### src/rtl/tlp_cmd_fifo.sv
// Two-entry command queue between the front end and the back end.
`timescale 1ns / 1ps
module tlp_cmd_fifo #(
  parameter int WIDTH = 64
) (
  input  logic             clk_i,
  input  logic             rst_ni,
  input  logic             push_i,
  input  logic [WIDTH-1:0] data_i,
  output logic             full_o,
  input  logic             pop_i,
  output logic [WIDTH-1:0] data_o,
  output logic             empty_o
);

  localparam int Depth = 2;
  localparam int PtrW  = $clog2(Depth);
  localparam int CntW  = $clog2(Depth + 1);

  logic [WIDTH-1:0] mem_q [Depth];
  logic [PtrW-1:0]  wr_q, rd_q;
  logic [CntW-1:0]  cnt_q;

  // Pointers and fill level.
  always_ff @(posedge clk_i or negedge rst_ni) begin
    if (!rst_ni) begin
      wr_q  <= '0;
      rd_q  <= '0;
      cnt_q <= '0;
    end else begin
      if (push_i) begin
        wr_q <= wr_q + PtrW'(1);
      end
      if (pop_i) begin
        rd_q <= rd_q + PtrW'(1);
      end
      if (push_i && !pop_i) begin
        cnt_q <= cnt_q + CntW'(1);
      end else if (pop_i && !push_i) begin
        cnt_q <= cnt_q - CntW'(1);
      end
    end
  end

  // Entry storage.
  always_ff @(posedge clk_i) begin
    if (push_i) begin
      mem_q[wr_q] <= data_i;
    end
  end

  assign data_o  = mem_q[rd_q];
  assign full_o  = (cnt_q == CntW'(Depth));
  assign empty_o = (cnt_q == '0);

  a_no_overflow: assert property (@(posedge clk_i) disable iff (!rst_ni)
    push_i |-> !full_o)
    else $error("command queue written while full");

  a_no_underflow: assert property (@(posedge clk_i) disable iff (!rst_ni)
    pop_i |-> !empty_o)
    else $error("command queue read while empty");

endmodule

### config.mk
export PLATFORM = sky130hd
export DESIGN_NAME = tlp_cmd_fifo
export DESIGN_NICKNAME = d
export VERILOG_FILES = /design/src/rtl/tlp_cmd_fifo.sv
export SDC_FILE = /design/constraint.sdc
export NUM_CORES = 1
export LEC_CHECK = 0
export ABC_AREA = 1
export BUFFER_PORTS_ARGS = -buffer_cell sky130_fd_sc_hd__buf_4
export CAP_MARGIN = 5
export CELL_PAD_IN_SITES_DETAIL_PLACEMENT = 1
export CELL_PAD_IN_SITES_GLOBAL_PLACEMENT = 2
export CORE_AREA = 2 2 119 121
export CTS_CLUSTER_SIZE = 12
export DETAILED_ROUTE_END_ITERATION = 6
export DIE_AREA = 0 0 121 123
export PLACE_DENSITY = 0.81
export SLEW_MARGIN = 20
export SYNTH_ARGS = -nofsm -noshare
export SYNTH_HDL_FRONTEND = slang
export SYNTH_SLANG_ARGS = --single-unit
export TNS_END_PERCENT = 5
### constraint.sdc
create_clock -name clk_i -period 4.4 [get_ports clk_i]
set_clock_uncertainty 0.1 [all_clocks]
set_input_delay 0 -clock clk_i [delete_from_list [all_inputs] [get_ports clk_i]]
set_output_delay 0 -clock clk_i [all_outputs]
set_load 0.01 [all_outputs]
# --- After elaboration in Yosys (flattened, before gate mapping) ---
# Memory sizes are Yosys's and may differ from the RTL's.
# Index checks and enable logic that the tools add are counted.
word_totals:
  output_inout_bits: 66
  ram_bits: 128
  ff_bits: 4
  n_memories: 1
mem_list:
  columns: ["name", "words", "word_bits", "read_ports", "rd_ports_with_merged_regs", "write_ports", "line_no", "source"]
  rows:
  - ["mem_q", 2, 64, 1, 0, 1, "20", "logic [WIDTH-1:0] mem_q [Depth];"]
classes:
  n_eq_ne: 1
  n_reduce_logical: 6
  n_mux: 4
  add_sub_neg: 4
op_table:
  columns: ["operator", "count"]
  rows:
  - ["$mux W2", 2]
  - ["$add A1 B1 Y1 const B", 2]
  - ["$add A2 B1 Y2 const B", 1]
  - ["$eq A2 B2 Y1 const B", 1]
  - ["$logic_and A1 B1 Y1", 2]
  - ["$logic_not A1 Y1", 2]
  - ["$logic_not A2 Y1", 1]
  - ["$mux W1", 2]
  - ["$reduce_bool A2 Y1", 1]
  - ["$sub A2 B1 Y2 const B", 1]

# --- Depth between registers and ports, before layout ---
# Gate-level depths: netlist of run 1.
logic_depth:
  ltp_word: 4
  depth_mapped: 7
  ltp_nobuf: 7

# --- Worst setup path after synthesis of run 1 ---
# No wires, ideal clock.
synth_path:
  kind: "reg2reg"
  from: "register wr_q"
  to: "memory mem_q[0][0] (enable)"
  stages_incl_launch_ff: 2
  path_slack_ns: 0.725
  t_required_ns: 3.812
  synth_period_minus_slack_ns: 3.675
  arrival_time_ns: 3.087
  setup_time_ns: 0.488
  path_cell_list: "dfrtp_1 > nor2_1"
synth_rtl:
  columns: ["item", "line_no", "source"]
  rows:
  - ["from (decl)", "21", "logic [PtrW-1:0] wr_q, rd_q;"]
  - ["from (signal assigned)", "32", "wr_q <= wr_q + PtrW'(1);"]
  - ["to (decl)", "20", null]
# Straight into the memory's write port.

# --- Worst setup path in the final report of run 1 ---
layout_path:
  from: "register rd_q"
  to: "output port data_o[47]"
layout_via:
  elab_chain_len: 1
layout_lines:
  columns: ["item", "line_no", "source"]
  rows:
  - ["from (decl)", "21", null]
  - ["from (signal assigned)", "35", "rd_q <= rd_q + PtrW'(1);"]
  - ["$mem_v2 Z2 W64", null, null]
  - ["to (decl)", "12", "output logic [WIDTH-1:0] data_o,"]
# Every way passes these cells.

==> impl_metrics.toml, run 1 <==
[outcome]
status = "finished clean"

[logic_synthesis]
syn_inst = 224
synthMuxAreaShare_pct = 18.1
yosys-top-cells-area = "edfxtp_1, mux2_4, mux2_2"
yosys.area_share.adder_pct = 0.249
yosysUniqueCellTypes = 14
synth_top_family_by_area = "multiplexers"
syn_area_per_cell_um2 = 22.5
synth_seq_area_share_pct = 78.4
syn_nets = 293
syn_area_um2 = 5030
synth_top_area_share_pct = 76.4
synth_xor_area_share_pct = 0.522
synth_compound_area_share_pct = 0
yosys.area_share.simple_pct = 0.821
synth_top_area_cell = "edfxtp_1"
ys_ff_latch = 132
synth_warnings = 0

[timing]
setup_tns_ns = 0
finalSetupViolCount = 0
rsz0062_at_grt = "false"
worst_slew_pin_slew_ns = 1.01
drv_slew = 0
fin_crit_sh_pct = 49.1
fmax_ghz = 0.463
finalCriticalPeriod_ns = 2.16
finalHoldViolations = 0
slew-limit-headroom_pct = 32.2

[cells_and_area]
multi_input_comb_area_um2 = 996
nets = 510
regArea_um2 = 3950
fillers = 1244
area_growth_pct = 48.5
final_cell_mix = "buf_4, edfxtp_1, dlygate4sd3_1, mux2_4, clkbuf_16"
drive_above_1_share_pct = 50.4
final_common_cell = "buf_4"

[setup_path]
worstPathMaxFanout = 35
crit_family = "flip-flops"
rr_startpoint = "wr_q"
critPathKind = "flip-flop to output port"
critPathArrivalTime_ns = 2.06
r2r_slack_ns = 2.28
worst_ep_required_time_ns = 4.30
timing.critical_path.from = "rd_q"
cp_slowest_cell = "dfrtp_4"
cp_num_buf_inv = 2
cp-end-kind = "output port"
startpoint_type = "flip-flop"
critical_path.cell_chain = "buf_16 > mux2_2 > buf_4"
max_stage_delay_ns = 0.77

[global_route]
grt_remaining_overflow = 0
antenna_found_initial = 1
grt.total_usage_pct = 14.5
grt_max_degree = 66
grt_pass1_wl_um = 15900
grt_pass1_vias = 3050

[drt]
routed_via_density = 4.41
drc = 0
wl_per_cell_um = 16.2
routed_wl_um = 10300
first_pass_iters = 4
ant_nets = 0
drt_iter0_markers = 138
vias = 2799

[floorplanning]
num_rows = 43
die_h_um = 123
start_util_pct = 37.0
dieArea_um2 = 14900
io_pins = 134
core-area_um2 = 13600
die_x_um = 121

[hold_path]
hold_class = "primary input to flip-flop"
min_from = "data_i[62]"

[job]
maxCapViolations = 0

[clock_tree]
clk_latency_ns = 0.41
post_cts_buffers = 0
cts_resized = 0
cts_hold_buf = 68
cts_htree_levels = 4
clk_pin_slew_worst_paths_ns = 0.06
root_buffer = "clkbuf_16"
cts_tree = "yes"
cts.path.max_buffers = 2
cts.sinks = 132
cts_buffers = 17

[power]
p_total_uw = 4520
power.density_nw_per_um2 = 604
leakage_uw = 0.00301
ir_drop_uv = 319

[placement]
gp_congestion = 0.693
place_hpwl_um = 6090
io_buffers = 133
## report_power, final
part,internal [uW],switching (uW)
clock,819,478
sequential,1680,140
combinational,813,590
## Yosys cell counts (all sizes together)
cell / n
mux2: 64
buf: 7
nand2: 5
nor2: 3
dfrtp: 4
xnor2: 1
nand3: 1
inv: 7
ha: 1
xor2: 2
nand4: 1
edfxtp: 128
## final cells by class
type | count | share of cell area (%)
clock buffer | 27 | 6.60
inverter | 7 | 0.368
multi-input combinational | 78 | 13.3
sequential | 132 | 52.8
tap | 180 | 3.01
clock inverter | 5 | 0.703
antenna | 1 | 0.0335
timing repair buffer | 205 | 23.1
## registers in the layout, summed over array words and instances (netlist names)
name / cells
mem_q: 128
rd_q: 1
wr_q: 1
cnt_q: 2
## through the flow
step | instance area, um2 | cells | setup WS (ns) | hold slack, ns | util (%)
floorplan | 5030 | 224 | 0.725 | -0.396 | -
global placement | 6220 | 533 | 2.25 | -0.301 | 45.7
detailed placement | 6220 | 533 | 2.20 | -0.297 | 45.7
CTS | 7440 | 633 | 2.03 | 0.196 | 54.7
global route | 7470 | 635 | 2.12 | 0.212 | 54.9
finish | 7470 | 635 | 2.24 | 0.216 | 54.9
## cells by family after synthesis
| group | Yosys count |
|---|---|
| DFF | 132 |
| muxes | 64 |
| buffers and inverters | 14 |
| and+or+nand+nor | 10 |
| xor gates and xnor gates | 3 |
| adders and majority gates | 1 |
## per-layer routing
metal	share of wire, %	up-vias	global-route usage [%]
met5	0	-	0
met4	1.6	0	6.32
met2	53	87	25.4
met1	40	1385	16.1
met3	5.6	18	4.80
li1	-	1309	-
## path summary, 6_finish.rpt
check                                to  cells past startpoint
hold / removal             mem_q[0][62]                      2
hold reg to reg                cnt_q[1]                      2
min in group asynchronous          wr_q                      3
max in group asynchronous          rd_q                      3
setup reg to reg            mem_q[0][9]                      2
setup / recovery             data_o[47]                      3
Note: power is estimated with default switching activity, not from simulation.
==> run 2: changes to the inputs <==
Clock period 4.4 ns to 2 ns, I/O delays scaled along.
==> run 2 against run 1 <==
  * Flip-flop and latch count unchanged
  * Clock power increased by 130%
  * Register-to-register slack got worse by 1.7 ns
  * Count of clock-buffer cells in the layout decreased by 5
  * Wire length increased by 3.1%
  * Non-clock buffer count increased by 2
  * First-iteration DRC count unchanged
  * Sequential share of layout area decreased by 0.53 points
  * Global-route usage increased by 0.47 points
  * Combinational power increased by 130%
  * Hold slack improved by 0.00089 ns
  * Critical path depth unchanged
==> impl_metrics.toml, run 2 (synthesis results as in run 1) <==
[timing]
worst_slew_pin_slew_ns = 0.422
finalCriticalPeriod_ns = 1.85
fin_crit_sh_pct = 92.4
finalHoldViolations = 0
drv_slew = 0
slew-limit-headroom_pct = 71.9
rsz0062_at_grt = "false"
fmax_ghz = 0.541
finalSetupViolCount = 0
setup_tns_ns = 0

[clock_tree]
cts.path.max_buffers = 2
cts_buffers = 17
root_buffer = "clkbuf_16"
cts_hold_buf = 68
clk_latency_ns = 0.40
cts.sinks = 132
cts_htree_levels = 4
post_cts_buffers = 0
cts_tree = "yes"
clk_pin_slew_worst_paths_ns = 0.06
cts_resized = 0

[floorplanning]
dieArea_um2 = 14900
start_util_pct = 37.0
io_pins = 134
core-area_um2 = 13600
die_h_um = 123
num_rows = 43
die_x_um = 121

[power]
p_clk_share_pct = 29.9
leakage_uw = 0.00305
pwr-share-seq_pct = 37.9
p_switching_uw = 2710
p_int_uw = 7460
ir_drop_uv = 693
p_total_uw = 10200
combPwrFrac_pct = 32.2
power.density_nw_per_um2 = 1350
swShare_pct = 26.6

[setup_path]
cp-end-kind = "output port"
critPathKind = "flip-flop to output port"
r2r_slack_ns = 0.55
worstPathMaxFanout = 24
reg2regPathDepth = 2
worst_ep_required_time_ns = 1.90
startpoint_type = "flip-flop"
critPathArrivalTime_ns = 1.75
timing.critical_path.from = "rd_q"
rr_endpoint = "mem_q[0][41]"
setup.worst_path.end = "data_o[45]"
rr_startpoint = "wr_q"

[global_route]
grt_remaining_overflow = 0
grt.total_usage_pct = 15.0
grt_pass1_vias = 3118
antenna_found_initial = 0
grt_max_degree = 50
grt_pass1_wl_um = 16300

[placement]
place_inst = 536
gp_congestion = 0.712
place_hpwl_um = 6540
placed_area_um2 = 6280
io_buffers = 133

[cells_and_area]
biggestRegsByFlops = "mem_q x128, cnt_q x2"
largest_register_ffs = 128
drive_above_1_share_pct = 52.0
final_area_um2 = 7550
stdcell_count = 637
nets = 512
top_register = "mem_q"
final_common_cell = "buf_4"
area_growth_pct = 50.0
final_cell_mix = "buf_4, edfxtp_1, dlygate4sd3_1, mux2_4, clkbuf_16"

[drt]
routed_via_density = 4.42
routed_wl_um = 10600
wl_per_cell_um = 16.7
ant_nets = 0
first_pass_iters = 4
drt_iter0_markers = 138
vias = 2818
drc = 0

[hold_path]
hold_class = "primary input to flip-flop"

[job]
maxCapViolations = 0

[outcome]
status = "finished clean"
run 2: cell types whose count changed in the layout (fill, tap and decap cells not counted), sizes merged:
cell	previous run	this run
inv	6	7
clkbuf	27	22
bufinv	1	2
clkinv	4	6
buf	137	139
clkinvlp	1	2
run 2: cell type report:
class,count,area (um2)
fill,1283,6060
multi-input combinational,78,996
tap,180,225
clock inverter,10,105
clock buffer,22,484
timing repair buffer,207,1760
antenna,1,2.50
sequential,132,3950
inverter,7,26.3
run 2: metrics by stage:
step	hold slack (ns)	utilization, %	worst slack (ns)
3_5_place_dp	-0.293	46.1	0.529
4_1_cts	0.186	55.4	0.109
2_1_floorplan	-0.396	-	-0.231
3_3_place_gp	-0.296	46.1	0.609
6_report	0.217	55.5	0.153
5_1_grt	0.204	55.4	0.0699
run 2: power by group through the flow:
| stage | Combinational, uW | Clock, uW | Sequential (uW) |
|---|---|---|---|
| global placement | 3170 | 0 | 3880 |
| CTS | 3340 | 3120 | 3860 |
| floorplan | 1950 | 0 | 3860 |
| finish | 3270 | 3040 | 3860 |
| detailed placement | 3220 | 0 | 3910 |
| global route | 3510 | 3230 | 3910 |
run 2: worst max-delay path, cell delays in order (launching register included):
cell	delay (ns)
dfrtp_4	0.42
buf_4	0.36
mux2_2	0.41
buf_4	0.15
run 2: routing by layer:
metal,global-route usage [%],vias to the layer above,share of wire [%]
met2,26.3,90,55
met1,16.3,1409,39
met4,6.83,0,1.1
met3,5.12,9,5.5
li1,-,1310,-
met5,0,-,0
run 2: worst min path at each step:
stage | startpoint | cells after the start | end
after floorplan | rst_ni | 0 | cnt_q[0]
after global placement | rst_ni | 1 | cnt_q[1]
after detailed placement | rst_ni | 1 | cnt_q[1]
after CTS | data_i[60] | 2 | mem_q[0][60]
after global routing | data_i[54] | 2 | mem_q[1][54]
final | data_i[2] | 2 | mem_q[0][2]
==> run 3: changes to the inputs <==
Settings changed: CORE_AREA 2 2 119 121 to 2 2 123 125, DIE_AREA 0 0 121 123 to 0 0 125 127, PLACE_DENSITY 0.81 to 0.79.
Clock period 2 ns to 1.5 ns, I/O delays scaled along.
==> run 3 against run 2 <==
  * First-iteration DRC count fell by 22%
  * Largest cell class unchanged
  * Combinational power rose by 71%
  * Critical path depth grew 1
  * Flip-flop and latch count is the same
  * Largest power group is now combinational logic
  * Total power is 48% higher
  * The flow now finishes with violations (setup timing)
  * Core utilization increased by 0.19 points
  * Non-clock buffer count increased by 13
  * Register-to-register slack worse by 0.38 ns
  * Sequential share of layout area down 3.1 points
  * Hold slack got worse by 0.0064 ns
  * Count of clock-buffer cells in the layout shrank 4
==> impl_metrics.toml, run 3 (synthesis results as in run 1) <==
[clock_tree]
cts_htree_levels = 4
clk_pin_slew_worst_paths_ns = 0.06
cts.sinks = 132
cts_buffers = 17
cts_tree = "yes"
root_buffer = "clkbuf_16"
cts.path.max_buffers = 2
clk_latency_ns = 0.41

[outcome]
violations = "setup timing"
status = "finished, violations left"

[floorplanning]
start_util_pct = 34.9
dieArea_um2 = 15900
die_h_um = 127
io_pins = 134
die_x_um = 125
core-area_um2 = 14400
num_rows = 44

[setup_path]
max_stage_delay_ns = 0.52
startpoint_type = "flip-flop"
critPathArrivalTime_ns = 1.67
cpMostUsedCell = "buf_6"
reg2regPathDepth = 3
worst_ep_required_time_ns = 1.40
cp_num_buf_inv = 3
rr_startpoint = "wr_q"
worstPathMaxFanout = 8
crit_family = "flip-flops"
critPathKind = "flip-flop to output port"
cp-end-kind = "output port"
r2r_slack_ns = 0.17
cp_slowest_cell = "dfrtp_4"
rr_endpoint = "mem_q[1][21]"
critical_path.cell_chain = "buf_6 > buf_16 > mux2_4 > buf_6"

[timing]
drv_slew = 0
finalHoldViolations = 0
slew-limit-headroom_pct = 83.4
setup_ws_ns = -0.268
rsz0062_at_grt = "true"
worst_slew_pin_slew_ns = 0.250
finalSetupViolCount = 64
fin_crit_sh_pct = 118
finalCriticalPeriod_ns = 1.77
fmax_ghz = 0.566

[cells_and_area]
post-route-util_pct = 55.6
biggestRegsByFlops = "mem_q x128, cnt_q x2"
final_area_um2 = 8030
final_common_cell = "edfxtp_1"
nets = 525
fillers = 1285
area_growth_pct = 59.5
num_antenna_cells = 0
top_register = "mem_q"
drive_above_1_share_pct = 53.3
final_cell_mix = "edfxtp_1, buf_4, dlygate4sd3_1, buf_6, mux2_4"
largest_register_ffs = 128

[global_route]
grt.total_usage_pct = 15.1
grt_pass1_wl_um = 17800
grt_pass1_vias = 3279
antenna_found_initial = 0
grt_max_degree = 41
grt_remaining_overflow = 0

[job]
maxCapViolations = 0

[hold_path]
hold_end = "mem_q[0][8]"
min_from = "data_i[8]"
worstHoldPathCells = 2
hold_class = "primary input to flip-flop"

[placement]
placed_area_um2 = 6380
place_hpwl_um = 6780
io_buffers = 133
gp_congestion = 0.626

[power]
power.density_nw_per_um2 = 1870
leakage_uw = 0.00323
ir_drop_uv = 902
p_total_uw = 15000

[drt]
wl_per_cell_um = 17.4
first_pass_iters = 4
ant_nets = 0
routed_via_density = 4.30
drt_iter0_markers = 107
routed_wl_um = 11400
vias = 2811
drc = 0
[run 3: cell count changes in the layout (fill, tap and decap cells not counted), sizes merged]
cell | before | now
bufinv | 2 | 4
buf | 139 | 152
diode | 1 | 0
clkbuf | 22 | 18
clkinv | 6 | 7
clkinvlp | 2 | 3
[run 3: metrics by stage]
step / cells / hold WS (ns) / setup slack [ns] / TNS, ns
global route: 653 / 0.198 / -0.321 / -18.28
CTS: 653 / 0.181 / -0.299 / -16.92
finish: 653 / 0.211 / -0.268 / -14.63
detailed placement: 543 / -0.294 / 0.146 / 0
global placement: 543 / -0.297 / 0.175 / 0
floorplan: 224 / -0.396 / -0.405 / -50.77
[run 3: cell type report]
class / count / area, um2 / area share, %
Multi-Input combinational cell: 78 / 998 / 12.4
Sequential cell: 132 / 3950 / 49.2
Clock buffer: 18 / 429 / 5.35
Clock inverter: 14 / 185 / 2.31
Inverter: 7 / 30.0 / 0.374
Timing Repair Buffer: 220 / 2210 / 27.5
Tap cell: 184 / 230 / 2.87
[run 3: timing repair]
action / 4_1_cts / 5_1_grt
setup endpoints to repair: 64 / 64
gates resized for setup: 55 / 0
cloned: 4 / 0
hold buffers: 68 / 0
buffers inserted: 7 / 0
endpoints found under the hold margin: 135 / 0
[run 3: power breakdown]
part	switching (uW)	leakage (uW)	internal [uW]
clock network	1520	0.000297	2770
registers	246	0.00125	4910
logic	2220	0.00168	3380
total	3990	0.00323	11100
[run 3: per-layer routing]
layer  GRT usage [%]  up-vias  wire, um
met2            27.8       89      6400
met5               0        -         0
met3            5.07       11       610
met1            15.7     1377      4220
met4            6.54        0       155
li1                -     1334         -
[run 3: worst reg2reg max path: cells and delay by family (launching register included)]
family	cells	cell delay [ns]
simple gates	1	0.09
flops	1	0.43
buf+inv	2	0.36
[run 3: worst max path at each step]
stage	cells past startpoint	end	slack, ns	from
floorplan	2	mem_q[1][0]	-0.41	wr_q
global placement	3	data_o[52]	0.18	rd_q
finish	4	data_o[22]	-0.27	rd_q
detailed placement	3	data_o[52]	0.15	rd_q
global route	4	data_o[22]	-0.32	rd_q
CTS	4	data_o[10]	-0.30	rd_q
