[src/rtl/tlp_pkg.sv]
// Shared types and constants for the tiled 4bpp line plotter.
`timescale 1ns / 1ps
package tlp_pkg;

  // Operation carried by one input beat.
  typedef enum logic [1:0] {
    KIND_CLEAR = 2'd0,
    KIND_LINE  = 2'd1,
    KIND_READ  = 2'd2,
    KIND_NONE  = 2'd3
  } kind_e;

  localparam int CoordW    = 10;  // end point coordinate width
  localparam int DeltaW    = 11;  // end point difference width
  localparam int IndexW    = 14;  // read word index width
  localparam int DataW     = 16;  // store word width
  localparam int DotsW     = 12;  // dot count width
  localparam int StepW     = 10;  // line step counter width
  localparam int ColorW    = 4;   // palette index width
  localparam int PixW      = 12;  // signed pixel position width
  localparam int AddrFullW = 17;  // wide word address used before narrowing

  localparam logic [ColorW-1:0] DefaultColor = 4'd1;

  // Classified command passed from the front end to the back end.
  typedef struct packed {
    kind_e                    kind;
    logic signed [CoordW-1:0] x_start;
    logic signed [CoordW-1:0] y_start;
    logic [StepW-1:0]         last_step;
    logic [IndexW-1:0]        read_index;
  } cmd_t;

  // One result beat.
  typedef struct packed {
    logic [DataW-1:0] read_data;
    logic [DotsW-1:0] dots;
  } result_t;

endpackage

[src/rtl/tlp_div.sv]
// Bit-serial divider that forms both DDA increments of a line.
`timescale 1ns / 1ps
module tlp_div #(
  parameter int FRAC_BITS = 12
) (
  input  logic                              clk_i,
  input  logic                              rst_ni,
  input  logic                              start_i,
  input  logic signed [tlp_pkg::DeltaW-1:0] dx_i,
  input  logic signed [tlp_pkg::DeltaW-1:0] dy_i,
  input  logic [tlp_pkg::DeltaW-1:0]        n_i,
  output logic                              done_o,
  output logic signed [FRAC_BITS:0]         qx_o,
  output logic signed [FRAC_BITS:0]         qy_o
);

  localparam int DW   = tlp_pkg::DeltaW;
  localparam int CntW = $clog2(FRAC_BITS);
  localparam logic [CntW-1:0] LastCnt = CntW'(FRAC_BITS - 1);

  logic            busy_q, done_q;
  logic [CntW-1:0] cnt_q;
  logic [DW-1:0]   n_q, rx_q, ry_q;
  logic [FRAC_BITS-1:0] qx_q, qy_q;
  logic            negx_q, negy_q;

  logic [DW-1:0] dx_mag, dy_mag;
  logic [DW:0]   tx, ty, diffx, diffy;
  logic          gex, gey;
  logic [DW-1:0] rx_d, ry_d;
  logic signed [FRAC_BITS:0] qx_pos, qy_pos;

  // Magnitudes of the deltas; the quotient sign is restored at the end.
  assign dx_mag = dx_i[DW-1] ? DW'(-dx_i) : DW'(dx_i);
  assign dy_mag = dy_i[DW-1] ? DW'(-dy_i) : DW'(dy_i);

  // One restoring step per cycle: the remainder is doubled and n taken off.
  assign tx    = {rx_q, 1'b0};
  assign ty    = {ry_q, 1'b0};
  assign diffx = tx - {1'b0, n_q};
  assign diffy = ty - {1'b0, n_q};
  assign gex   = tx >= {1'b0, n_q};
  assign gey   = ty >= {1'b0, n_q};
  assign rx_d  = gex ? diffx[DW-1:0] : tx[DW-1:0];
  assign ry_d  = gey ? diffy[DW-1:0] : ty[DW-1:0];

  // Sequencing of the iterations.
  always_ff @(posedge clk_i or negedge rst_ni) begin
    if (!rst_ni) begin
      busy_q <= 1'b0;
      done_q <= 1'b0;
      cnt_q  <= '0;
    end else begin
      done_q <= 1'b0;
      if (start_i) begin
        busy_q <= 1'b1;
        cnt_q  <= '0;
      end else if (busy_q) begin
        if (cnt_q == LastCnt) begin
          busy_q <= 1'b0;
          done_q <= 1'b1;
        end else begin
          cnt_q <= cnt_q + CntW'(1);
        end
      end
    end
  end

  // Remainders and quotient bits.
  always_ff @(posedge clk_i) begin
    if (start_i) begin
      n_q    <= n_i;
      rx_q   <= dx_mag;
      ry_q   <= dy_mag;
      qx_q   <= '0;
      qy_q   <= '0;
      negx_q <= dx_i[DW-1];
      negy_q <= dy_i[DW-1];
    end else if (busy_q) begin
      rx_q <= rx_d;
      ry_q <= ry_d;
      qx_q <= {qx_q[FRAC_BITS-2:0], gex};
      qy_q <= {qy_q[FRAC_BITS-2:0], gey};
    end
  end

  // Truncation toward zero: divide magnitudes, then apply the sign.
  assign qx_pos = {1'b0, qx_q};
  assign qy_pos = {1'b0, qy_q};
  assign qx_o   = negx_q ? -qx_pos : qx_pos;
  assign qy_o   = negy_q ? -qy_pos : qy_pos;
  assign done_o = done_q;

  a_done_after_busy: assert property (@(posedge clk_i) disable iff (!rst_ni)
    done_q |-> $past(busy_q))
    else $error("divider finished without running");

endmodule

[src/rtl/tlp_front.sv]
// Front end: accepts input beats, classifies them and prepares line commands.
`timescale 1ns / 1ps
module tlp_front #(
  parameter int FRAC_BITS = 12
) (
  input  logic                              clk_i,
  input  logic                              rst_ni,
  input  logic                              accept_i,
  input  logic [1:0]                        kind_i,
  input  logic signed [tlp_pkg::CoordW-1:0] x_start_i,
  input  logic signed [tlp_pkg::CoordW-1:0] y_start_i,
  input  logic signed [tlp_pkg::CoordW-1:0] x_end_i,
  input  logic signed [tlp_pkg::CoordW-1:0] y_end_i,
  input  logic [tlp_pkg::IndexW-1:0]        read_index_i,
  input  logic                              cmd_full_i,
  output logic                              busy_o,
  output logic                              cmd_push_o,
  output tlp_pkg::cmd_t                     cmd_o,
  output logic signed [FRAC_BITS:0]         ax_o,
  output logic signed [FRAC_BITS:0]         ay_o
);

  localparam int DW = tlp_pkg::DeltaW;

  typedef enum logic [1:0] {
    F_IDLE,
    F_DIV,
    F_PUSH
  } state_e;

  state_e           state_q;
  tlp_pkg::cmd_t    cmd_q;
  tlp_pkg::kind_e   kind;
  logic signed [DW-1:0] dx, dy;
  logic [DW-1:0]    mx, my, mmax, n;
  logic             div_start, div_done;

  // Line geometry: deltas, the longer axis and the step count.
  assign kind = tlp_pkg::kind_e'(kind_i);
  assign dx   = DW'(x_end_i) - DW'(x_start_i);
  assign dy   = DW'(y_end_i) - DW'(y_start_i);
  assign mx   = dx[DW-1] ? DW'(-dx) : DW'(dx);
  assign my   = dy[DW-1] ? DW'(-dy) : DW'(dy);
  assign mmax = (mx > my) ? mx : my;
  assign n    = mmax + DW'(1);

  assign div_start = accept_i && (kind == tlp_pkg::KIND_LINE);

  tlp_div #(
    .FRAC_BITS(FRAC_BITS)
  ) u_div (
    .clk_i  (clk_i),
    .rst_ni (rst_ni),
    .start_i(div_start),
    .dx_i   (dx),
    .dy_i   (dy),
    .n_i    (n),
    .done_o (div_done),
    .qx_o   (ax_o),
    .qy_o   (ay_o)
  );

  // Command holding register.
  always_ff @(posedge clk_i) begin
    if (accept_i) begin
      cmd_q.kind       <= kind;
      cmd_q.x_start    <= x_start_i;
      cmd_q.y_start    <= y_start_i;
      cmd_q.last_step  <= mmax[tlp_pkg::StepW-1:0];
      cmd_q.read_index <= read_index_i;
    end
  end

  // One beat in flight: wait for the divider on lines, then hand over.
  always_ff @(posedge clk_i or negedge rst_ni) begin
    if (!rst_ni) begin
      state_q <= F_IDLE;
    end else begin
      unique case (state_q)
        F_IDLE: begin
          if (div_start) begin
            state_q <= F_DIV;
          end else if (accept_i) begin
            state_q <= F_PUSH;
          end
        end
        F_DIV: begin
          if (div_done) begin
            state_q <= F_PUSH;
          end
        end
        F_PUSH: begin
          if (!cmd_full_i) begin
            state_q <= F_IDLE;
          end
        end
        default: state_q <= F_IDLE;
      endcase
    end
  end

  assign busy_o     = (state_q != F_IDLE);
  assign cmd_push_o = (state_q == F_PUSH) && !cmd_full_i;
  assign cmd_o      = cmd_q;

endmodule

[config.mk]
export PLATFORM = sky130hd
export DESIGN_NAME = tlp_front
export DESIGN_NICKNAME = d
export VERILOG_FILES = /design/src/rtl/tlp_pkg.sv /design/src/rtl/tlp_div.sv /design/src/rtl/tlp_front.sv
export SDC_FILE = /design/constraint.sdc
export NUM_CORES = 1
export LEC_CHECK = 0
export BUFFER_PORTS_ARGS = -buffer_cell sky130_fd_sc_hd__buf_2
export CAP_MARGIN = 15
export CORE_UTILIZATION = 53
export CTS_BUF_LIST = sky130_fd_sc_hd__clkbuf_4 sky130_fd_sc_hd__clkbuf_8
export CTS_CLUSTER_SIZE = 16
export DETAILED_ROUTE_END_ITERATION = 10
export PLACE_DENSITY = 0.77
export SLEW_MARGIN = 20
export SYNTH_ARGS = -nofsm -noshare
export SYNTH_HDL_FRONTEND = slang
export SYNTH_SLANG_ARGS = --single-unit
[constraint.sdc]
create_clock -name clk_i -period 3 [get_ports clk_i]
set_clock_uncertainty 0.05 [all_clocks]
set_input_delay 0.45 -clock clk_i [delete_from_list [all_inputs] [get_ports clk_i]]
set_output_delay 0.45 -clock clk_i [all_outputs]
set_load 0.005 [all_outputs]
-- Word level (Yosys, flattened, before mapping)
Cells that the tools add are included.
- register bits: 113
- output and inout port bits: 74
- logic and storage cells: 70
- add/sub/neg operators: 10
- order comparisons: 3
- equality and inequality tests: 8
- multiplexer cells: 25
- reduce and logical (&&, ||, !) cells: 8
- operators by type and width (operator ; count):
    $mux W11 ; 9
    $mux W13 ; 2
    $neg A12 Y13 ; 2
    $ge A12 B11 Y1 ; 2
    $neg A11 Y11 ; 2
    $sub A10 B10 Y11 ; 2
    $sub A11 B11 Y11 ; 2
    $mux W4 ; 3
    $add A11 B1 Y11 const B ; 1
    $gt A11 B11 Y1 ; 1
    $mux W2 ; 4
    $mux W1 ; 6
    $pmux W2 S3 ; 1
    $add A4 B1 Y4 const B ; 1
    $eq A2 B1 Y1 const B ; 2
    $eq A4 B4 Y1 const B ; 1
    $ne A2 B2 Y1 const B ; 2
    $reduce_bool A2 Y1 ; 2
    $ne A3 B3 Y1 const B ; 1
    $reduce_and A3 Y1 ; 1
    $eq A2 B2 Y1 const B ; 1
    $logic_and A1 B1 Y1 ; 2
    $logic_not A2 Y1 ; 1
    $ne A2 B1 Y1 const B ; 1
    other kinds (2) ; 2

-- Depth between registers and ports, before layout
Gate-level depths: netlist (run 1).
- word-level depth: 6
- gate-level depth with buffers: 30

-- Hierarchy
Synthesis (run 1) repeated with hierarchy kept, for this count alone.
- cells, all modules: 864
- area total of the unflattened synthesis: 8349.3 sq um
- modules (own cells, without submodules) (module ; times used ; cells each ; area each (sq um) ; seq. area each (sq um)):
    tlp_div ; 1 ; 474 ; 4486.8 ; 1681.6
    tlp_front ; 1 ; 390 ; 3862.5 ; 1431.4

-- Worst setup path before layout (run 1)
OpenSTA, ideal clock, no wires.
- kind: in2reg
- start point: in y_end_i[0] (netlist name)
- end point: reg u_div.n_q[8], data pin
- arrival: 5256 ps
- slack: -2568 ps
- cell stages on the path: 29
- cells stage by stage: inv_1 > ha_1 > inv_1 > fa_1 > a211oi_2 > o21ai_1 > o211a_2 > a41o_1 > clkbuf_1 > inv_1 > nor2_1 > a21oi_1 > ha_1 > nor2b_1 > o21a_1 > o21a_1 > o21ai_0 > nand2b_1 > a21oi_1 > a2111oi_1 > a221oi_2 > buf_6 > mux2_1 > inv_1 > ha_1 > nand2b_1 > or2_2 > mux2i_1 > xor2_1
- cells in the longest elaborated chain, start to end: 6
- RTL lines (what ; line ; RTL):
    start: declaration ; tlp_front.sv:13 ; input logic signed [tlp_pkg::CoordW-1:0] y_end_i,
    $sub A10 B10 Y11 (*) ; tlp_front.sv:41 ; assign dy = DW'(y_end_i) - DW'(y_start_i);
    named net dy[10] ; tlp_front.sv:34 ; logic signed [DW-1:0] dx, dy;
    $neg A11 Y11 ; tlp_front.sv:43 ; assign my = dy[DW-1] ? DW'(-dy) : DW'(dy);
    $mux W11 (*) ; tlp_front.sv:43 ;
    $gt A11 B11 Y1 ; tlp_front.sv:44 ; assign mmax = (mx > my) ? mx : my;
    $mux W11 (*) ; tlp_front.sv:44 ;
    named net mmax[0] ; tlp_front.sv:35 ; logic [DW-1:0] mx, my, mmax, n;
    $add A11 B1 Y11 (*) ; tlp_front.sv:45 ; assign n = mmax + DW'(1);
    named net n[8] ; tlp_front.sv:35 ;
    end signal: assignment ; tlp_div.sv:72 ; n_q <= n_i;
    end: declaration ; tlp_div.sv:23 ; logic [DW-1:0] n_q, rx_q, ry_q;
Mark *: on every way through the listed nets, which the timed path passes. The rest lies on a longest branch.
A chain may end at the register's enable or synchronous reset.

-- Worst setup path after layout (run 1)
- start point: in y_end_i[0] (netlist name)
- end point: reg u_div.n_q[10], data pin
- cells in the longest elaborated chain, start to end: 6
- RTL lines (what ; line):
    $sub A10 B10 Y11 (*) ; tlp_front.sv:41
    $neg A11 Y11 ; tlp_front.sv:43
    $mux W11 (*) ; tlp_front.sv:43
    $gt A11 B11 Y1 ; tlp_front.sv:44
    $mux W11 (*) ; tlp_front.sv:44
    named net mmax[0] ; tlp_front.sv:35
    $add A11 B1 Y11 (*) ; tlp_front.sv:45
    named net n[10] ; tlp_front.sv:35
Marked as above.

==> flow_metrics.env, run 1 <==
export IMPL_outcome="complete, but fails checks"
export IMPL_violations="setup timing"
export IMPL_core_area_um2=14040
export IMPL_crit_family="compound AO/OA/AOI/OAI gates"
export IMPL_port_buffer_count=133
export IMPL_min_delay_worst_endpoint="cmd_o[2]"
export IMPL_grt_total_usage_pct=28.68
export IMPL_max_stage_delay_ns=0.45
export IMPL_stdcell_area_um2=10910
export IMPL_min_period_over_period_pct=174.5
export IMPL_rr_endpoint="u_div.ry_q[9]"
export IMPL_numCtsBuffers=17
export IMPL_die_y_um=122.7
export IMPL_overflow=0
export IMPL_grt_pass1_wl_mm=32.80
export IMPL_total_power_uw=11010
export IMPL_gp_congestion=0.9101
export IMPL_nets=1169
export IMPL_async_flop_share_pct=7.080
export IMPL_cp_end_kind="flip-flop"
export IMPL_syn_cell_area_um2=7724
export IMPL_drc=0
export IMPL_hold_viol=0
export IMPL_h_tree_depth=4
export IMPL_timing_fmax_mhz=191.1
export IMPL_yosys_warnings=0
export IMPL_clk_pin_slew_ns=0.07
export IMPL_die_w_um=122.7
export IMPL_r2r_cells=11
export IMPL_power_frac_comb_pct=60.0
export IMPL_ys_seq_area_share_pct=40.30
export IMPL_synthCells=757
export IMPL_antennaDiodeCount=0
export IMPL_via_per_inst=5.731
export IMPL_ant_nets=0
export IMPL_path_buf_inv=6
export IMPL_io_pins=134
export IMPL_seqPwrFrac_pct=25.7
export IMPL_grt_use_met1_pct=31.49
export IMPL_critPathRequiredTime_ns=3.25
export IMPL_hp_start="read_index_i[2]"
export IMPL_drv_slew=0
export IMPL_yosysUniqueCellTypes=77
export IMPL_critPathMaxFanout=5
export IMPL_area_growth_syn_to_layout_pct=41.21
export IMPL_crit_slowest_cell="or4_4"
export IMPL_synth_top_area_share_pct=31.49
export IMPL_top_usage_layer="met2"
export IMPL_rrSetupSlack_ns=0.02
export IMPL_rsz0062_at_grt="yes"
export IMPL_synth_ff_type="edfxtp_1"
export IMPL_switching_share_pct=40.05
export IMPL_clkPwrFrac_pct=14.3
export IMPL_clock_path_buffers=2
export IMPL_hold_class="input port to flip-flop"
export IMPL_grt_max_degree=51
export IMPL_tightest_slew_ns=0.6197
export IMPL_internal_power_uw=6603
export IMPL_ys_ff_latch=113
export IMPL_setup_viol=25
export IMPL_p_sw_uw=4411
export IMPL_slew_headroom_pct=58.33
export IMPL_timing_hold_ws_ns=0.1251
export IMPL_yosys_top_cells_area="edfxtp_1 (31%), ha_1 (9.4%), mux2i_1 (8.4%)"
export IMPL_wl_per_cell_um=18.68
export IMPL_firstDrtPassIters=5
export IMPL_crit_top_cell="a21o_1"
export IMPL_antenna_found_initial=0
export IMPL_clk_latency_ns=0.45
export IMPL_grt_use_met2_pct=52.14
export IMPL_dp_hpwl_mm=14.05
export IMPL_maxCapViolCount=0
export IMPL_die_area_um2=15060
export IMPL_setup_ws_ns=-2.234
export IMPL_hold_depth=1
export IMPL_routed_wl_mm=23.17
export IMPL_start_util_pct=55.00
export IMPL_cts_tree="yes"
export IMPL_vias=7106
export IMPL_grt_pass1_vias=6872
export IMPL_synth_top_cell_by_area="edfxtp_1"
export IMPL_powerDensity_nw_per_um2=1010
export IMPL_period_minus_slack_ns=5.234
export IMPL_drt_iter0_markers=611
export IMPL_startpoint_type="input port"
export IMPL_cts_root_buffer="clkbuf_8"
export IMPL_clock_sinks=113
export IMPL_syn_nets=879
export IMPL_vdd_drop_max_mv=0.4661
export IMPL_drive_gt1_share_pct=41.60
export IMPL_dpl_cell_area_um2=9609
export IMPL_fp_row_count=43
export IMPL_arrival_ns=5.49
export IMPL_syn_area_per_cell_um2=10.20
export IMPL_p_leak_uw=0.005159
export IMPL_synth_edff_count=81
export IMPL_worstSetupPathType="input port to flip-flop"
export IMPL_grt_util_met3_pct=6.320
export IMPL_timing_rr_start="u_div.ry_q[0]"
-- layout by cell type, fill, tap and decap left out, types with 8 or more instances in the layout --
cell type	n
o31ai_1	9
nand2b_1	8
buf_4	135
nor2_1	61
a21o_1	27
nand2_1	40
buf_2	131
mux2i_1	47
buf_6	19
edfxtp_1	81
mux2i_4	12
dfrtp_1	8
xnor2_1	41
nand3_1	11
a21oi_1	17
clkbuf_8	18
dfxtp_1	22
nor3_1	8
inv_1	57
ha_1	54
or2_2	9
xor2_1	27
o21ai_0	16
-- logic make-up (layout without fill, tap and decap cells) --
group	count (synthesis)	in the layout	synth area share, %
AO/OA/AOI/OAI	143	143	13.43
flip-flops	113	113	40.30
multiplexers	67	67	8.715
buffers and inverters	85	388	4.633
AND/OR/NAND/NOR	207	207	13.11
XOR/XNOR	79	79	9.250
adder cells (fa/ha/maj)	63	63	10.56
-- stage by stage --
stage	setup TNS [ns]	utilization [%]	instances	worst slack [ns]
4_1_cts	-30.30	75.38	1233	-1.816
2_1_floorplan	-33.39	-	757	-2.336
5_1_grt	-40.58	77.67	1240	-2.469
3_3_place_gp	-42.98	68.43	1182	-2.372
6_report	-36.97	77.67	1240	-2.234
3_5_place_dp	-46.55	68.43	1182	-2.533
-- worst reg2reg max path: cells and delay by family (launching register included) --
family	cells	cell delay (ns)
DFF	1	0.42
buffers and inverters	1	0.17
xor gates and xnor gates	1	0.09
AOI/OAI and AO/OA	8	1.76
adders and majority gates	1	0.32
-- per-layer routing --
metal	wire (um)	share of wire, %	up-vias
met5	0	0	-
met4	1132	4.9	0
met3	1428	6.2	90
met2	11920	51	334
met1	8688	38	3362
li1	-	-	3320
-- what timing repair did --
action	4_1_cts	5_1_grt
hold buffers	1	0
pin swaps	24	31
setup buffers	20	14
hold endpoints to repair	8	0
setup endpoints to repair	35	46
gates resized for setup	75	74
gates cloned	2	0
-- power groups by stage --
stage / Clock, uW / Combinational [uW] / Sequential, uW
6_report: 1570 / 6610 / 2830
5_1_grt: 1660 / 7070 / 2890
4_1_cts: 1570 / 6030 / 2780
3_5_place_dp: 0 / 5090 / 2790
3_3_place_gp: 0 / 4920 / 2780
2_1_floorplan: 0 / 3330 / 2700
-- flip-flops by register name, indices dropped and copies added (netlist names) --
| register | cells |
|---|---|
| cmd_o | 46 |
| u_div.qx_q | 12 |
| u_div.qy_q | 12 |
| u_div.n_q | 11 |
| u_div.rx_q | 11 |
| u_div.ry_q | 11 |
| u_div.cnt_q | 4 |
| state_q | 2 |
| u_div.busy_q | 1 |
| u_div.done_o | 1 |
| u_div.negx_q | 1 |
| u_div.negy_q | 1 |
-- synth_stat cells (4+ instances only) --
cell type,count
edfxtp_1,81
nor2_1,69
mux2i_1,65
inv_1,63
ha_1,58
nand2_1,46
xnor2_1,44
xor2_1,32
a21o_1,27
dfxtp_1,24
a21oi_1,22
o21ai_0,21
clkbuf_1,13
nand3_1,12
o31ai_1,11
or2_2,11
nor3_1,10
nand2b_1,9
dfrtp_1,8
nor2b_1,7
o41ai_1,7
nor4_1,6
or3_1,6
or4_1,6
a31oi_1,5
and2_1,5
nand4_1,5
a211oi_1,4
fa_1,4
o21a_1,4
o22ai_1,4
-- worst max path at each step --
stage | startpoint | endpoint | slack (ns) | depth (start not counted)
3_5_place_dp | y_end_i[0] | u_div.n_q[8] | -2.53 | 24
6_report | y_end_i[0] | u_div.n_q[10] | -2.23 | 26
2_1_floorplan | y_end_i[0] | u_div.n_q[8] | -2.34 | 24
3_3_place_gp | y_end_i[0] | u_div.n_q[8] | -2.37 | 24
4_1_cts | y_end_i[0] | u_div.n_q[10] | -1.82 | 25
5_1_grt | y_end_i[0] | u_div.n_q[10] | -2.47 | 26
-- area by class of cell --
type	instances	area (um2)
sequential	113	3118
timing repair buffer	292	1998
fill	840	3136
multi-input combinational	559	4872
clock inverter	14	175.2
clock buffer	18	247.7
tap	180	225.2
inverter	64	270.3
No activity file was read; power rests on OpenSTA's default activity.
==> run 2: changes to the inputs <==
--- a/config.mk
+++ b/config.mk
@@ -5,12 +5,12 @@
 export SDC_FILE = /design/constraint.sdc
 export NUM_CORES = 1
 export LEC_CHECK = 0
-export BUFFER_PORTS_ARGS = -buffer_cell sky130_fd_sc_hd__buf_2
 export CAP_MARGIN = 15
-export CORE_UTILIZATION = 53
+export CORE_UTILIZATION = 60
 export CTS_BUF_LIST = sky130_fd_sc_hd__clkbuf_4 sky130_fd_sc_hd__clkbuf_8
 export CTS_CLUSTER_SIZE = 16
 export DETAILED_ROUTE_END_ITERATION = 10
+export DONT_BUFFER_PORTS = 1
 export PLACE_DENSITY = 0.77
 export SLEW_MARGIN = 20
 export SYNTH_ARGS = -nofsm -noshare
==> flow_metrics.env, run 2 (synthesized netlist as in run 1, its figures left out) <==
export IMPL_clock_sinks=113
export IMPL_area_growth_syn_to_layout_pct=31.41
export IMPL_via_per_inst=5.995
export IMPL_cp_end_kind="flip-flop"
export IMPL_grt_pass1_vias=6554
export IMPL_clk_latency_ns=0.45
export IMPL_drt_iter0_markers=470
export IMPL_port_buffer_count=0
export IMPL_min_period_over_period_pct=170.6
export IMPL_overflow=0
export IMPL_cts_tree="yes"
export IMPL_rsz0062_at_grt="yes"
export IMPL_p_leak_uw=0.004643
export IMPL_critPathRequiredTime_ns=3.15
export IMPL_gp_congestion=0.9396
export IMPL_tns_ns=-33.91
export IMPL_crit_slowest_cell="a221oi_4"
export IMPL_die_area_um2=13330
export IMPL_wl_per_cell_um=19.31
export IMPL_die_w_um=115.5
export IMPL_numCtsBuffers=17
export IMPL_clock_path_buffers=2
export IMPL_seqCellArea_um2=3114
export IMPL_multi_input_area_um2=4730
export IMPL_clk_pin_slew_ns=0.08
export IMPL_grt_total_usage_pct=29.61
export IMPL_hold_viol=0
export IMPL_path_buf_inv=8
export IMPL_period_minus_slack_ns=5.117
export IMPL_grt_use_met2_pct=50.98
export IMPL_place_ws_ns=-2.407
export IMPL_arrival_ns=5.26
export IMPL_timing_fmax_mhz=195.4
export IMPL_maxCapViolCount=0
export IMPL_firstDrtPassIters=5
export IMPL_layout_common_cells="buf_4 (144), edfxtp_1 (81), nor2_1 (62)"
export IMPL_drc=0
export IMPL_fp_row_count=41
export IMPL_cts_root_buffer="clkbuf_8"
export IMPL_startpoint_type="input port"
export IMPL_setup_viol=22
export IMPL_top_usage_layer="met2"
export IMPL_layout_commonest_cell="buf_4"
export IMPL_vdd_drop_max_mv=0.4366
export IMPL_violations="setup timing"
export IMPL_largest_register_ffs=46
export IMPL_nets=1045
export IMPL_dpl_cell_area_um2=8971
export IMPL_start_util_pct=61.45
export IMPL_fillers=734
export IMPL_hold_class="input port to flip-flop"
export IMPL_crit_family="simple AND/OR/NAND/NOR gates"
export IMPL_io_pins=134
export IMPL_max_stage_delay_ns=0.39
export IMPL_vias=6642
export IMPL_worstSetupPathType="input port to flip-flop"
export IMPL_crit_top_cell="buf_4"
export IMPL_grt_pass1_wl_mm=30.24
export IMPL_routed_wl_mm=21.40
export IMPL_ant_nets=0
export IMPL_drive_gt1_share_pct=32.80
export IMPL_setup_ws_ns=-2.117
export IMPL_critPathMaxFanout=3
export IMPL_grt_util_met3_pct=8.473
export IMPL_post_route_util_pct=80.76
export IMPL_die_y_um=115.5
export IMPL_h_tree_depth=4
export IMPL_antenna_found_initial=0
export IMPL_outcome="complete, but fails checks"
export IMPL_tightest_slew_ns=0.5901
export IMPL_dp_hpwl_mm=13.72
export IMPL_drv_slew=0
export IMPL_stdcell_area_um2=10150
export IMPL_slew_headroom_pct=60.32
export IMPL_antennaDiodeCount=0
export IMPL_grt_max_degree=49
export IMPL_core_area_um2=12570
export IMPL_powerDensity_nw_per_um2=1029
export IMPL_grt_use_met1_pct=33.59
==> run 2: cell count changes in the layout (fill, tap and decap cells not counted), moves of 3 or more <==
cell and change:
buf_2 -130, o21ai_0 -3, ha_1 -3, mux2i_1 +6, buf_4 +9, clkinvlp_4 +3, inv_2 +3, mux2i_4 -6
o21ai_1 +4
==> run 2: per-layer routing <==
| metal | routed length, um | up-vias |
|---|---|---|
| li1 | - | 3072 |
| met2 | 10720 | 326 |
| met5 | 0 | - |
| met3 | 1406 | 92 |
| met4 | 921 | 0 |
| met1 | 8349 | 3152 |
==> run 2: final cells by class <==
class	instances	share of cell area, %
Timing Repair Buffer	168	13.45
Inverter	64	2.786
Multi-Input combinational cell	559	46.60
Sequential cell	113	30.68
Clock inverter	14	1.985
Tap cell	172	2.120
Clock buffer	18	2.379
==> run 2: report_power, final <==
| group | internal, uW | leakage [uW] | switching, uW |
|---|---|---|---|
| registers | 2380 | 0.00109 | 446 |
| clock network | 925 | 0.000218 | 700 |
| logic | 3020 | 0.00333 | 2970 |
==> run 2: final timing paths <==
| kind | to | cells past startpoint | start | slack [ns] |
|---|---|---|---|---|
| worst max register to register | u_div.ry_q[1] | 13 | u_div.n_q[0] | 0.04 |
| worst min register to register | state_q[0] | 1 | state_q[1] | 0.44 |
| worst min-delay path | cmd_o[32] | 0 | y_start_i[8] | 0.03 |
| min in group asynchronous | u_div.busy_q | 1 | rst_ni | 0.30 |
| max in group asynchronous | state_q[1] | 1 | rst_ni | 2.33 |
| worst max-delay path | u_div.n_q[8] | 25 | y_end_i[0] | -2.12 |
==> run 2: stage by stage <==
stage	instances	hold slack, ns	power [uW]
finish	1108	0.02892	10440
global route	1108	0.01013	11000
CTS	1088	0.01578	9614
detailed placement	1046	0.1046	7540
global placement	1046	0.1046	7295
floorplan	757	0.1044	6029
==> run 2: repair_timing <==
action	in CTS	in global routing
resized for setup	44	73
hold buffers	1	0
cloned	1	1
hold endpoints to repair	8	0
setup endpoints to repair	41	41
pin swaps	14	22
buffers inserted	12	21
==> run 3: changes to the inputs <==
--- a/config.mk
+++ b/config.mk
@@ -6,12 +6,13 @@
 export NUM_CORES = 1
 export LEC_CHECK = 0
 export CAP_MARGIN = 15
+export CORE_ASPECT_RATIO = 0.8
 export CORE_UTILIZATION = 60
 export CTS_BUF_LIST = sky130_fd_sc_hd__clkbuf_4 sky130_fd_sc_hd__clkbuf_8
 export CTS_CLUSTER_SIZE = 16
 export DETAILED_ROUTE_END_ITERATION = 10
 export DONT_BUFFER_PORTS = 1
-export PLACE_DENSITY = 0.77
+export PLACE_DENSITY_LB_ADDON = 0.15
 export SLEW_MARGIN = 20
 export SYNTH_ARGS = -nofsm -noshare
 export SYNTH_HDL_FRONTEND = slang
==> flow_metrics.env, run 3 (synthesized netlist as in run 1, its figures left out) <==
export IMPL_numCtsBuffers=17
export IMPL_cts_root_buffer="clkbuf_8"
export IMPL_violations="setup timing"
export IMPL_stdcell_area_um2=10030
export IMPL_dp_hpwl_mm=13.95
export IMPL_timing_fmax_mhz=203.4
export IMPL_crit_path_end="u_div.n_q[10]"
export IMPL_antennaDiodeCount=0
export IMPL_die_y_um=103.5
export IMPL_grt_pass1_vias=6315
export IMPL_drc=0
export IMPL_area_growth_syn_to_layout_pct=29.89
export IMPL_top_layer_used="met4"
export IMPL_vdd_drop_max_mv=0.4813
export IMPL_wl_met2_mm=10.02
export IMPL_place_ws_ns=-2.458
export IMPL_cp_end_kind="flip-flop"
export IMPL_fp_row_count=36
export IMPL_outcome="complete, but fails checks"
export IMPL_rrSetupSlack_ns=0.06
export IMPL_timing_rr_start="u_div.n_q[1]"
export IMPL_hp_start="y_start_i[1]"
export IMPL_critPathMaxFanout=3
export IMPL_clock_sinks=113
export IMPL_dpl_cell_area_um2=8935
export IMPL_critPathRequiredTime_ns=3.27
export IMPL_cts_tree="yes"
export IMPL_die_w_um=128.9
export IMPL_worstSetupPathType="input port to flip-flop"
export IMPL_core_area_um2=12340
export IMPL_h_tree_depth=4
export IMPL_ant_nets=0
export IMPL_maxCapViolCount=0
export IMPL_post_route_util_pct=81.29
export IMPL_wl_per_cell_um=18.28
export IMPL_rr_endpoint="u_div.ry_q[9]"
export IMPL_startpoint_type="input port"
export IMPL_layout_commonest_cell="buf_4"
export IMPL_grt_pass1_wl_mm=29.90
export IMPL_startpoint="y_end_i[0]"
export IMPL_start_util_pct=62.58
export IMPL_slew_headroom_pct=52.63
export IMPL_rsz0062_at_grt="yes"
export IMPL_routed_wl_mm=20.13
export IMPL_layout_common_cells="buf_4 (155), edfxtp_1 (81), nor2_1 (64)"
export IMPL_p_leak_uw=0.004629
export IMPL_gp_congestion=0.9377
export IMPL_drv_slew=0
export IMPL_grt_total_usage_pct=29.40
export IMPL_io_pins=134
export IMPL_met3WireLength_mm=1.267
export IMPL_die_area_um2=13330
export IMPL_antenna_found_initial=0
export IMPL_largest_register_ffs=46
export IMPL_nets=1039
export IMPL_via_per_inst=5.857
export IMPL_min_period_over_period_pct=163.9
export IMPL_hold_depth=0
export IMPL_drive_gt1_share_pct=32.04
export IMPL_clk_pin_slew_ns=0.08
export IMPL_port_buffer_count=0
export IMPL_setup_ws_ns=-1.916
export IMPL_tns_ns=-30.09
export IMPL_hold_viol=0
export IMPL_vias=6449
export IMPL_hold_class="input port to flip-flop"
export IMPL_met1_length_mm=8.384
export IMPL_overflow=0
export IMPL_clk_latency_ns=0.45
export IMPL_period_minus_slack_ns=4.916
export IMPL_grt_max_degree=49
export IMPL_firstDrtPassIters=5
export IMPL_setup_viol=21
export IMPL_clock_path_buffers=2
export IMPL_powerDensity_nw_per_um2=1003
export IMPL_tightest_slew_ns=0.7045
export IMPL_drt_iter0_markers=489
export IMPL_arrival_ns=5.19
export IMPL_r2r_cells=11
## run 3: repair_timing
action                     4_1_cts  5_1_grt
hold buffers                     1        0
hold endpoints to repair         8        0
setup buffers                   12       17
pin swaps                       17       23
setup endpoints to repair       40       43
gates cloned                     0        1
resized for setup               22       73
## run 3: routing by layer
| layer | GRT usage, % | vias to the layer above |
|---|---|---|
| li1 | - | 3046 |
| met1 | 36.63 | 3116 |
| met2 | 50.35 | 249 |
| met3 | 6.842 | 38 |
| met4 | 10.95 | 0 |
| met5 | 0 | - |
## run 3: cell type report
type,instances,area [um2]
tap,171,214.0
clock inverter,13,161.4
clock buffer,19,255.2
timing repair buffer,162,1264
inverter,64,281.5
multi-input combinational,559,4738
fill,718,2310
sequential,113,3118
## run 3: how the worst min path moves through the flow
stage                      end  slack [ns]
floorplan           state_q[0]        0.10
global placement    state_q[1]        0.10
detailed placement  state_q[1]        0.10
CTS                  cmd_o[38]        0.02
global route          cmd_o[1]       0.005
finish               cmd_o[25]        0.04
## run 3: critical path, stage by stage
cell and delay (ns):
clkinv_16 0.02, ha_4 0.11, inv_2 0.04, fa_2 0.34
a211oi_2 0.28, buf_4 0.16, o21bai_1 0.07, a211oi_1 0.24
nor2_1 0.10, or4_4 0.43, or4_4 0.46, ha_4 0.29
and4_1 0.22, nand2_1 0.06, a21o_1 0.18, a221oi_4 0.38
mux2_4 0.37, inv_4 0.07, ha_4 0.16, nand2_4 0.06
nor2_4 0.14, nand2_2 0.07, or4_1 0.42, nand3_2 0.08
## run 3: where the power goes
group / switching, uW / internal [uW] / total (uW)
clock: 686 / 855 / 1540
combinational: 2860 / 2830 / 5690
sequential: 446 / 2380 / 2830
## run 3: stage by stage
| stage | hold slack (ns) | total power, uW | cells |
|---|---|---|---|
| 4_1_cts | 0.02153 | 9234 | 1085 |
| 2_1_floorplan | 0.1044 | 6029 | 757 |
| 3_3_place_gp | 0.1046 | 7185 | 1042 |
| 6_report | 0.04127 | 10060 | 1101 |
| 3_5_place_dp | 0.1046 | 7439 | 1042 |
| 5_1_grt | 0.005448 | 10670 | 1101 |
